**config.mk**
```make
export PLATFORM = sky130hd
export DESIGN_NAME = bbr_cell
export DESIGN_NICKNAME = d
export VERILOG_FILES = /design/src/rtl/bbr_pkg.sv /design/src/rtl/bbr_cell.sv
export SDC_FILE = /design/constraint.sdc
export NUM_CORES = 1
export LEC_CHECK = 0
export BUFFER_PORTS_ARGS = -buffer_cell sky130_fd_sc_hd__buf_2
export CAP_MARGIN = 20
export CORE_AREA = 2 2 170 172
export DETAILED_ROUTE_END_ITERATION = 10
export DIE_AREA = 0 0 172 174
export PLACE_DENSITY = 0.66
export SKIP_LAST_GASP = 1
export SYNTH_ARGS = -nofsm -noshare
export SYNTH_HDL_FRONTEND = slang
export SYNTH_SLANG_ARGS = --single-unit
```
**constraint.sdc**
```tcl
create_clock -name clk_i -period 5.9 [get_ports clk_i]
set_clock_uncertainty 0.2 [all_clocks]
set_input_delay 1.18 -clock clk_i [delete_from_list [all_inputs] [get_ports clk_i]]
set_output_delay 1.18 -clock clk_i [all_outputs]
set_load 0.01 [all_outputs]
```
**src/rtl/bbr_pkg.sv**
```systemverilog
// bbr_pkg: shared types, register codes and constants of the rgba box blur
// depends on nothing
`default_nettype none

package bbr_pkg;

  // default sizes of the block
  localparam int MAX_KERNEL_DEF = 15;
  localparam int MAX_WIDTH_DEF  = 1024;
  localparam int MAX_HEIGHT_DEF = 1024;

  // configuration register indexes
  localparam logic [1:0] CFG_KERNEL = 2'd0;
  localparam logic [1:0] CFG_WIDTH  = 2'd1;
  localparam logic [1:0] CFG_HEIGHT = 2'd2;

  localparam logic [3:0]  KERNEL_RST = 4'd3;
  localparam logic [10:0] WIDTH_RST  = 11'd256;
  localparam logic [10:0] HEIGHT_RST = 11'd256;

  localparam int CH_W = 16;

  // ceil(2^32 / (k*k)) per kernel edge k
  localparam logic [63:0] RECIP_TBL [16] = '{
    64'd0,
    ((64'd1 << 32) + 64'd0)   / 64'd1,
    ((64'd1 << 32) + 64'd3)   / 64'd4,
    ((64'd1 << 32) + 64'd8)   / 64'd9,
    ((64'd1 << 32) + 64'd15)  / 64'd16,
    ((64'd1 << 32) + 64'd24)  / 64'd25,
    ((64'd1 << 32) + 64'd35)  / 64'd36,
    ((64'd1 << 32) + 64'd48)  / 64'd49,
    ((64'd1 << 32) + 64'd63)  / 64'd64,
    ((64'd1 << 32) + 64'd80)  / 64'd81,
    ((64'd1 << 32) + 64'd99)  / 64'd100,
    ((64'd1 << 32) + 64'd120) / 64'd121,
    ((64'd1 << 32) + 64'd143) / 64'd144,
    ((64'd1 << 32) + 64'd168) / 64'd169,
    ((64'd1 << 32) + 64'd195) / 64'd196,
    ((64'd1 << 32) + 64'd224) / 64'd225
  };

  typedef struct packed {
    logic [15:0] red_in;
    logic [15:0] green_in;
    logic [15:0] blue_in;
    logic [15:0] alpha_in;
    logic        is_flush;
  } bbr_in_t;

  typedef struct packed {
    logic [15:0] red_out;
    logic [15:0] green_out;
    logic [15:0] blue_out;
    logic [15:0] alpha_out;
    logic [9:0]  out_col;
    logic [9:0]  out_row;
    logic        frame_end;
  } bbr_out_t;

  typedef enum logic [2:0] {
    ST_IDLE,
    ST_READ,
    ST_DRAIN,
    ST_SHIFT,
    ST_SUM,
    ST_MUL,
    ST_OUT,
    ST_ADV
  } bbr_state_e;

endpackage

`default_nettype wire

```
**src/rtl/bbr_cell.sv**
```systemverilog
// bbr_cell: one column slot of the horizontal window, shifts right and
// adds its column sum into the running window sum; uses bbr_pkg
`default_nettype none

module bbr_cell
  import bbr_pkg::*;
#(
  parameter int SW = 20,
  parameter int WS = 24,
  parameter int CW = 10,
  parameter int RW = 11
) (
  input  wire logic                   clk_i,
  input  wire logic                   rst_ni,
  input  wire logic                   shift_i,
  input  wire logic                   valid_i,
  input  wire logic [3:0][SW-1:0]     colsum_i,
  input  wire logic [CW-1:0]          col_i,
  input  wire logic [RW-1:0]          row_i,
  input  wire logic [RW-1:0]          band_row_i,
  input  wire logic [CW+4:0]          ox_i,
  input  wire logic [CW+4:0]          hi_i,
  input  wire logic [3:0]             half_i,
  input  wire logic [3:0][WS-1:0]     psum_i,
  output logic                        valid_o,
  output logic      [3:0][SW-1:0]     colsum_o,
  output logic      [CW-1:0]          col_o,
  output logic      [RW-1:0]          row_o,
  output logic      [3:0][WS-1:0]     psum_o
);

  logic hit;

  always_ff @(posedge clk_i or negedge rst_ni) begin
    if (!rst_ni) begin
      valid_o <= 1'b0;
    end else if (shift_i) begin
      valid_o <= valid_i;
    end
  end

  always_ff @(posedge clk_i) begin
    if (shift_i) begin
      colsum_o <= colsum_i;
      col_o    <= col_i;
      row_o    <= row_i;
    end
  end

  // column belongs to the band and lies within ox-half .. ox+lagc
  assign hit = valid_o && (row_o == band_row_i) &&
               (((CW+5)'(col_o) + (CW+5)'(half_i)) >= ox_i) &&
               ((CW+5)'(col_o) <= hi_i);

  always_ff @(posedge clk_i) begin
    for (int c = 0; c < 4; c++) begin
      psum_o[c] <= psum_i[c] + (hit ? WS'(colsum_o[c]) : WS'(0));
    end
  end

endmodule

`default_nettype wire

```
==> metrics.cfg, run 1 <==
[outcome]
status=finished, final reports clean

[grt]
grtUsageTotal=0.2112
overflow=0
grt_max_degree=64
antenna_found_initial=5
grt_pass1_wl_um=48360
grt_pass1_vias=9365

[yosys]
ys_seq_area_frac=0.4639
ys_types=78
synthesis.nets=1350
synthCells=994
synth_top_area_share=0.2826
synth.largest_area_cell=edfxtp_1
yosysWarnings=0
synth_flop_cell=edfxtp_1
syn_avg_cell_area_um2=10.80
ys_top_cells_by_area=edfxtp_1 (28%), dfxtp_1 (18%), ha_1 (12%)
syn-cell-area_um2=10730
synthArstFlopShare=0.005051
synth-edff-count=101
ys_seq_elements=198

[critical_path]
start_kind=primary input
critPathRequiredTime_ns=6.02
path_max_fanout=10
path_buf_inv=5
crit_path_end_kind=flop
slowest_delay_ns=0.38
critPathArrivalTime_ns=5.68
slowest_stage=fa_1
critPathTopFamily=compound AO/OA/AOI/OAI gates
crit_type=in -> reg

[route]
drt_wl_total_um=32370
met3_length_um=2430
vias=9320
wl_per_cell_um=16.79
routed_via_density=4.834
wl_met1_um=12460
dr.pass1.iters=7
drt_iter0_markers=462
postRouteAntennaNets=0
wl_met2_um=16800
topRoutingLayerUsed=met5
drc_errors=0

[cts]
clockBufferDepth=2
cts_root_buffer=clkbuf_16
cts_made_buffers=17
clock_latency_ns=0.44
clk_pin_slew_ns=0.07
cts_sinks=198
cts_tree=built
h-tree-depth=4

[placement]
dp_hpwl_um=26700
gp_congestion=0.8777
numPortBuffers=443
post_dp_cell_area_um2=13990

[final_layout]
final_common_cell=buf_2
final_area_um2=14560
final_cell_mix=buf_2 (442), ha_1 (105), edfxtp_1 (101), dfxtp_1 (96)
area_growth_pct=35.68
fin_nets=1883
drive_above_1_share=0.3786
utilization=0.5158

[floorplan]
ios=444
start_util=0.3801
fp-row-count=62
core_area_um2=28240
die_w_um=172
die_area_um2=29930
dieHeight_um=174

[min_path]
hold_path.class=in -> async

[pwr]
ir_worst_vdd_mv=0.2486
leakagePower_nw=7.164
power-per-cell-area_nw_per_um2=217.2

[sta]
drv_slew=0
rsz0062_at_grt=true
period_share=0.9426
relSlewSlack=0.3658
worst_pin_slew_ns=0.9513
fin_crit_ns=5.562
setup_violations=0
hold_viol_final=0
fmax_mhz=179.8

[job]
drv_cap=0

report_power, final:
group | leakage, nW | total [mW] | internal, mW | switching (mW)
combinational | 5.10 | 0.470 | 0.223 | 0.247
sequential | 1.81 | 1.60 | 1.55 | 0.0519
clock | 0.254 | 1.10 | 0.579 | 0.517
total | 7.16 | 3.16 | 2.35 | 0.816
synth_stat cells, types with 3 or more instances:
cell type and number:
nand4_1 10, inv_1 46, xnor2_1 61, nor2_1 50, a21oi_1 76, o21ai_1 19
nand3_1 17, nor4_1 3, o21ai_0 28, o2111ai_1 6, and2_1 88, a31oi_1 6
clkbuf_1 8, fa_1 5, xor2_1 32, mux2i_1 3, o211ai_1 7, o31a_1 3
buf_6 8, and4_1 3, nand2_1 48, o21a_1 14, and3_1 6, edfxtp_1 101
a211oi_1 10, nor3_1 14, nor2b_1 12, a21o_1 33, ha_1 105, o21bai_1 7
dfxtp_1 96, o311ai_1 4, nand2b_1 8
repair_timing:
action                     CTS  global route
buffers inserted             0             1
hold buffers                 0             0
gates resized for setup      0             5
setup endpoints to repair    0            13
state kept, by name, summed over array words and instances, names as in the netlist:
register	flops
col_o	10
colsum_o	80
psum_o	96
row_o	11
valid_o	1
area by class of cell:
class | count | area, um^2
fill | 2677 | 13670
multi-input combinational | 732 | 5482
sequential | 198 | 4980
timing repair buffer | 532 | 2913
tap | 384 | 480.5
clock buffer | 22 | 444.2
inverter | 46 | 172.7
clock inverter | 10 | 82.58
antenna | 4 | 10.01
final timing paths:
path	start	endpoint	slack (ns)	depth (start not counted)
setup / recovery	half_i[0]	psum_o[93]	0.34	27
hold / removal	rst_ni	valid_o	0.30	1
setup reg to reg	col_o[0]	psum_o[93]	0.74	26
hold reg to reg	valid_o	valid_o	0.42	1
max in group asynchronous	rst_ni	valid_o	5.12	1
min in group clk_i	valid_o	valid_o	0.42	1
layer usage:
metal | global-route usage | up-vias
met1 | 0.2220 | 4293
met5 | 0 | -
met4 | 0.06127 | 2
met3 | 0.06421 | 37
met2 | 0.3994 | 329
li1 | - | 4659
worst reg2reg max path: cells and delay by family, from the launching register on:
kind	cells	cell delay, ns
compound gates	10	1.73
flops	1	0.39
mux	1	0.21
fa+ha+maj	4	1.11
buf+inv	4	0.51
simple gates	6	0.73
xor+xnor	1	0.15
kinds of logic after synthesis:
group,share of synthesized area
AO/OA/AOI/OAI,0.1558
multiplexers,0.004896
adder cells (fa/ha/maj),0.1317
XOR/XNOR,0.07588
buffers and inverters,0.02809
flip-flops,0.4639
AND/OR/NAND/NOR,0.1396
through the flow:
step / power [mW] / setup TNS, ns / hold slack, ns / std cells / worst slack (ns)
global placement: 2.094 / -0.9268 / 0.4230 / 1891 / -0.1555
detailed placement: 2.101 / -2.017 / 0.4452 / 1891 / -0.1968
global route: 3.298 / -0.1112 / 0.2739 / 1926 / -0.05870
finish: 3.164 / 0 / 0.2975 / 1928 / 0.3384
floorplan: 1.820 / 0 / 0.3717 / 994 / 0.1292
CTS: 3.200 / 0 / 0.2760 / 1923 / 0.2682
Power figures use the tool's default switching activity.
==> inputs of run 2 (changes only) <==
--- a/config.mk
+++ b/config.mk
@@ -7,10 +7,12 @@
 export LEC_CHECK = 0
 export BUFFER_PORTS_ARGS = -buffer_cell sky130_fd_sc_hd__buf_2
 export CAP_MARGIN = 20
-export CORE_AREA = 2 2 170 172
+export CELL_PAD_IN_SITES_DETAIL_PLACEMENT = 0
+export CELL_PAD_IN_SITES_GLOBAL_PLACEMENT = 1
+export CORE_MARGIN = 1
+export CORE_UTILIZATION = 37
 export DETAILED_ROUTE_END_ITERATION = 10
-export DIE_AREA = 0 0 172 174
-export PLACE_DENSITY = 0.66
+export PLACE_DENSITY_LB_ADDON = 0.1
 export SKIP_LAST_GASP = 1
 export SYNTH_ARGS = -nofsm -noshare
 export SYNTH_HDL_FRONTEND = slang
==> run 2 against run 1 <==
Hold slack lost 0.028 ns. Critical path depth is 1 lower. Sequential power hardly changed. Cell count shrank 0.62%. Count of clock-buffer cells in the layout fell by 5. First-iteration DRC count fell by 37%. Sequential share of layout area is 0.067 points lower. Worst setup slack improved by 0.0037 ns. Fmax about the same. Wire length shrank 1.2%. Critical endpoint is now psum_o[22]. Largest power group unchanged.
==> metrics.cfg, run 2 (synthesized netlist as in run 1, its figures left out) <==
[placement]
dp_hpwl_um=26740
gp_congestion=0.8726
numPortBuffers=443
dp.cells=1879
post_dp_cell_area_um2=13950

[critical_path]
crit_type=in -> reg
path_buf_inv=3
slowest_stage=o31ai_2
critPathRequiredTime_ns=6.09
crit_path_end_kind=flop
critPathTopFamily=compound AO/OA/AOI/OAI gates
path_max_fanout=23
start_kind=primary input
slowest_delay_ns=0.47
critPathArrivalTime_ns=5.74
crit_path_frequent_cell=ha_1

[cts]
clockBufferDepth=2
hold_buffers=0
cts_made_buffers=17
h-tree-depth=4
cts_root_buffer=clkbuf_16
cts_tree=built
cts_sinks=198
cts_setup_buffers=0
clk_pin_slew_ns=0.08
clock_latency_ns=0.46

[min_path]
hold_path.class=in -> async

[pwr]
switching_share=0.2612
seqPwrFrac=0.482
power-per-cell-area_nw_per_um2=226.9
intPower_mw=2.446
ir_worst_vdd_mv=0.1919
p_switching_mw=0.8647
p_clk_frac=0.377
leakagePower_nw=7.169
pwr-share-comb=0.141

[grt]
globalRouteMet1Util=0.2363
antenna_found_initial=9
grt_pass1_wl_um=47370
grt_pass1_vias=8971
grtUsageTotal=0.2129
overflow=0
top_usage_layer=met2
use_met2=0.3773
grt_use_met3=0.07507
grt_max_degree=54

[final_layout]
area_growth_pct=35.95
final_area_um2=14590
largestRegisters=psum_o x96, colsum_o x80, row_o x11
largest-register=psum_o
drive_above_1_share=0.3810
finalNonFillerCells=1916
largest_reg_flops=96
fin_nets=1876
seqCellArea_um2=4980
fill_cells=2678
final_cell_mix=buf_2 (442), ha_1 (105), edfxtp_1 (101), dfxtp_1 (96), and2_1 (88)
final_common_cell=buf_2
multi_input_area_um2=5463

[floorplan]
ios=444
die_w_um=172.3
start_util=0.3811
dieHeight_um=172.3
core_area_um2=28160
die_area_um2=29700
fp-row-count=61

[sta]
period_share=0.9420
relSlewSlack=0.5186
setup_tns_ns=0
fin_crit_ns=5.558
hold_viol_final=0
rsz0062_at_grt=false
fmax_mhz=179.9
setup_violations=0
worst_pin_slew_ns=0.7220
drv_slew=0

[route]
drt_wl_total_um=31970
drc_errors=0
routed_via_density=4.757
dr.pass1.iters=4
postRouteAntennaNets=0
vias=9114
wl_per_cell_um=16.68
drt_iter0_markers=293

[outcome]
status=finished, final reports clean

[job]
drv_cap=0

==> run 2: cell count changes in the layout (fill, tap and decap cells not counted), moves of 2 or more <==
| cell | before | now |
|---|---|---|
| inv_6 | 1 | 5 |
| clkbuf_1 | 5 | 0 |
| clkinv_1 | 4 | 0 |
| a21oi_1 | 74 | 76 |
| bufinv_16 | 1 | 3 |
| buf_4 | 88 | 80 |
==> run 2: layer usage <==
layer  routed length, um  up-vias
li1                    -     4653
met4                 517        6
met2               15930      308
met1               12860     4112
met5                  27        -
met3                2631       35
==> run 2: layout make-up <==
type	instances	area share
multi-input cells	732	0.3743
inverters	46	0.01183
flip-flops and latches	198	0.3413
well taps	378	0.03241
clock buffers	17	0.02915
clock inverters	15	0.01329
diodes	5	0.0008574
repair buffers	525	0.1969
==> run 2: repair_timing <==
action	in CTS	in global routing
hold endpoints to repair	0	0
gates resized for setup	0	2
endpoints found under the setup margin	0	2
==> run 2: power by group through the flow <==
stage	Sequential, mW	Combinational (mW)	Clock (mW)
after global routing	1.61	0.518	1.33
final	1.60	0.466	1.25
after global placement	1.63	0.466	0
after floorplan	1.66	0.160	0
after detailed placement	1.63	0.469	0
after CTS	1.60	0.472	1.28
==> run 2: stage by stage <==
step           total power, mW  utilization  worst slack (ns)  hold WS, ns
2_1_floorplan            1.820            -            0.1292       0.3717
3_3_place_gp             2.096       0.4954          -0.06198       0.4281
3_5_place_dp             2.098       0.4954           -0.1556       0.4242
4_1_cts                  3.354       0.5173            0.3060       0.2441
5_1_grt                  3.457       0.5181           0.01680       0.2518
6_report                 3.311       0.5181            0.3421       0.2697
==> run 2: path summary, 6_finish.rpt <==
path / slack, ns / depth (start not counted) / end / startpoint
worst max-delay path: 0.34 / 26 / psum_o[22] / half_i[0]
worst min-delay path: 0.27 / 1 / valid_o / rst_ni
worst max register to register: 0.74 / 25 / psum_o[22] / col_o[0]
worst min register to register: 0.44 / 1 / valid_o / valid_o
max in group asynchronous: 5.15 / 1 / valid_o / rst_ni
min in group clk_i: 0.44 / 1 / valid_o / valid_o
==> run 2: worst register-to-register path, delay by kind of cell (launching register included) <==
kind	cells	cell delay [ns]
AND/OR/NAND/NOR	5	0.68
AO/OA/AOI/OAI	11	1.95
adder cells (fa/ha/maj)	5	1.23
buffers and inverters	2	0.34
XOR/XNOR	2	0.30
flip-flops	1	0.38
==> inputs of run 3 (changes only) <==
==> constraint.sdc (replaced) <==
create_clock -name clk_i -period 5.9 [get_ports clk_i]
set_clock_uncertainty 0.2 [all_clocks]
set_input_delay 0.59 -clock clk_i [delete_from_list [all_inputs] [get_ports clk_i]]
set_output_delay 0.59 -clock clk_i [all_outputs]
set_load 0.01 [all_outputs]
==> run 3 against run 2 <==
Wire length shrank 1.9%. Worst setup slack better by 0.23 ns. Sequential share of layout area up 1.6 points. Clock power is 6% lower. Non-clock buffer count shrank 76. Sequential power barely moved. Largest cell class unchanged.
==> metrics.cfg, run 3 (synthesized netlist as in run 1, its figures left out) <==
[outcome]
status=finished, final reports clean

[critical_path]
crit_path_end_kind=flop
path_max_fanout=30
critPathArrivalTime_ns=5.51
crit_type=reg -> reg
critPathRequiredTime_ns=6.08
start_kind=flop
reg2reg_slack_ns=0.57

[route]
routed_via_density=4.852
dr.pass1.iters=5
drt_iter0_markers=275
postRouteAntennaNets=0
wl_per_cell_um=17.06
drc_errors=0
vias=8922
drt_wl_total_um=31370

[sta]
fmax_mhz=187.6
whs_ns=0.09248
fin_crit_ns=5.330
period_share=0.9033
rsz0062_at_grt=false
hold_viol_final=0
setup_tns_ns=0
worst_pin_slew_ns=0.7538
setup_ws_ns=0.5703
setup_violations=0
drv_slew=0
relSlewSlack=0.4975

[min_path]
hold_path.class=in -> reg

[pwr]
switching_share=0.2695
ir_worst_vdd_mv=0.2028
p_switching_mw=0.8650
leakagePower_nw=6.770
seqPwrFrac=0.497
power-per-cell-area_nw_per_um2=230.4
pwr-share-comb=0.138
intPower_mw=2.345
p_clk_frac=0.365

[placement]
numPortBuffers=443
dp_worst_setup_slack_ns=0.2966
dp_hpwl_um=25820
gp_congestion=0.8511
post_dp_cell_area_um2=13350

[cts]
hold_buffers=1
h-tree-depth=4
clockBufferDepth=2
cts_made_buffers=17
clk_pin_slew_ns=0.08
cts_setup_buffers=0
cts_root_buffer=clkbuf_16
cts_tree=built
clock_latency_ns=0.46
post_cts_resized=0
cts_sinks=198

[grt]
overflow=0
grt_pass1_vias=8647
antenna_found_initial=7
grt_pass1_wl_um=46180
grt_max_degree=56
grtUsageTotal=0.2091

[final_layout]
area_growth_pct=29.82
largest_reg_flops=96
final_cell_mix=buf_2 (442), ha_1 (105), edfxtp_1 (101), dfxtp_1 (96), and2_1 (88)
final_area_um2=13930
fin_nets=1800
final_common_cell=buf_2
drive_above_1_share=0.3459
largest-register=psum_o
largestRegisters=psum_o x96, colsum_o x80, row_o x11

[floorplan]
dieHeight_um=172.3
ios=444
die_w_um=172.3
core_area_um2=28160
fp-row-count=61
die_area_um2=29700
start_util=0.3811

[job]
drv_cap=0

[run 3: cell type report]
cell class | count | area [um^2]
diodes | 4 | 10.01
flip-flops and latches | 198 | 4980
clock buffers | 18 | 429.2
multi-input cells | 732 | 5453
repair buffers | 449 | 2280
fillers | 2687 | 14230
well taps | 378 | 473.0
clock inverters | 14 | 137.6
inverters | 46 | 172.7
[run 3: critical path, stage by stage (launching register included)]
cell and delay [ns]:
edfxtp_1 0.43, ha_1 0.30, a21o_1 0.16, a21oi_1 0.23, nor2b_1 0.08, o21ai_1 0.25, nor2_1 0.10, xnor2_1 0.13
ha_1 0.27, o21a_1 0.12, o211ai_1 0.07, a21oi_1 0.19, o311ai_2 0.16, a41oi_4 0.24, buf_4 0.32, buf_4 0.22
and2_1 0.13, ha_1 0.29, a21oi_1 0.23, o21bai_1 0.12, o21bai_1 0.18, o21ai_1 0.28, a21oi_1 0.15, o2111ai_1 0.23
xnor2_1 0.14
[run 3: per-layer routing]
| metal | wire, um | track usage | vias up |
|---|---|---|---|
| met1 | 12450 | 0.2308 | 4093 |
| met3 | 2694 | 0.07988 | 36 |
| met2 | 15620 | 0.3664 | 285 |
| met4 | 573 | 0.06926 | 6 |
| met5 | 37 | 0 | - |
| li1 | - | - | 4502 |
[run 3: final timing paths]
check,to,start,depth (start not counted)
setup / recovery,psum_o[23],col_o[1],24
hold / removal,colsum_o[59],colsum_i[59],1
setup reg to reg,psum_o[23],col_o[1],24
hold reg to reg,psum_o[48],colsum_o[40],2
max in group asynchronous,valid_o,rst_ni,2
min in group asynchronous,valid_o,rst_ni,2
[run 3: stage by stage]
| step | instances | util | power (mW) |
|---|---|---|---|
| 2_1_floorplan | 994 | - | 1.820 |
| 3_3_place_gp | 1802 | 0.4739 | 2.075 |
| 3_5_place_dp | 1802 | 0.4739 | 2.077 |
| 4_1_cts | 1835 | 0.4944 | 3.255 |
| 5_1_grt | 1838 | 0.4947 | 3.359 |
| 6_report | 1839 | 0.4948 | 3.210 |
[run 3: power by group through the flow]
stage | clock (mW) | sequential (mW) | combinational [mW]
2_1_floorplan | 0 | 1.66 | 0.160
3_3_place_gp | 0 | 1.63 | 0.445
3_5_place_dp | 0 | 1.63 | 0.447
4_1_cts | 1.21 | 1.60 | 0.450
5_1_grt | 1.26 | 1.61 | 0.493
6_report | 1.17 | 1.60 | 0.442
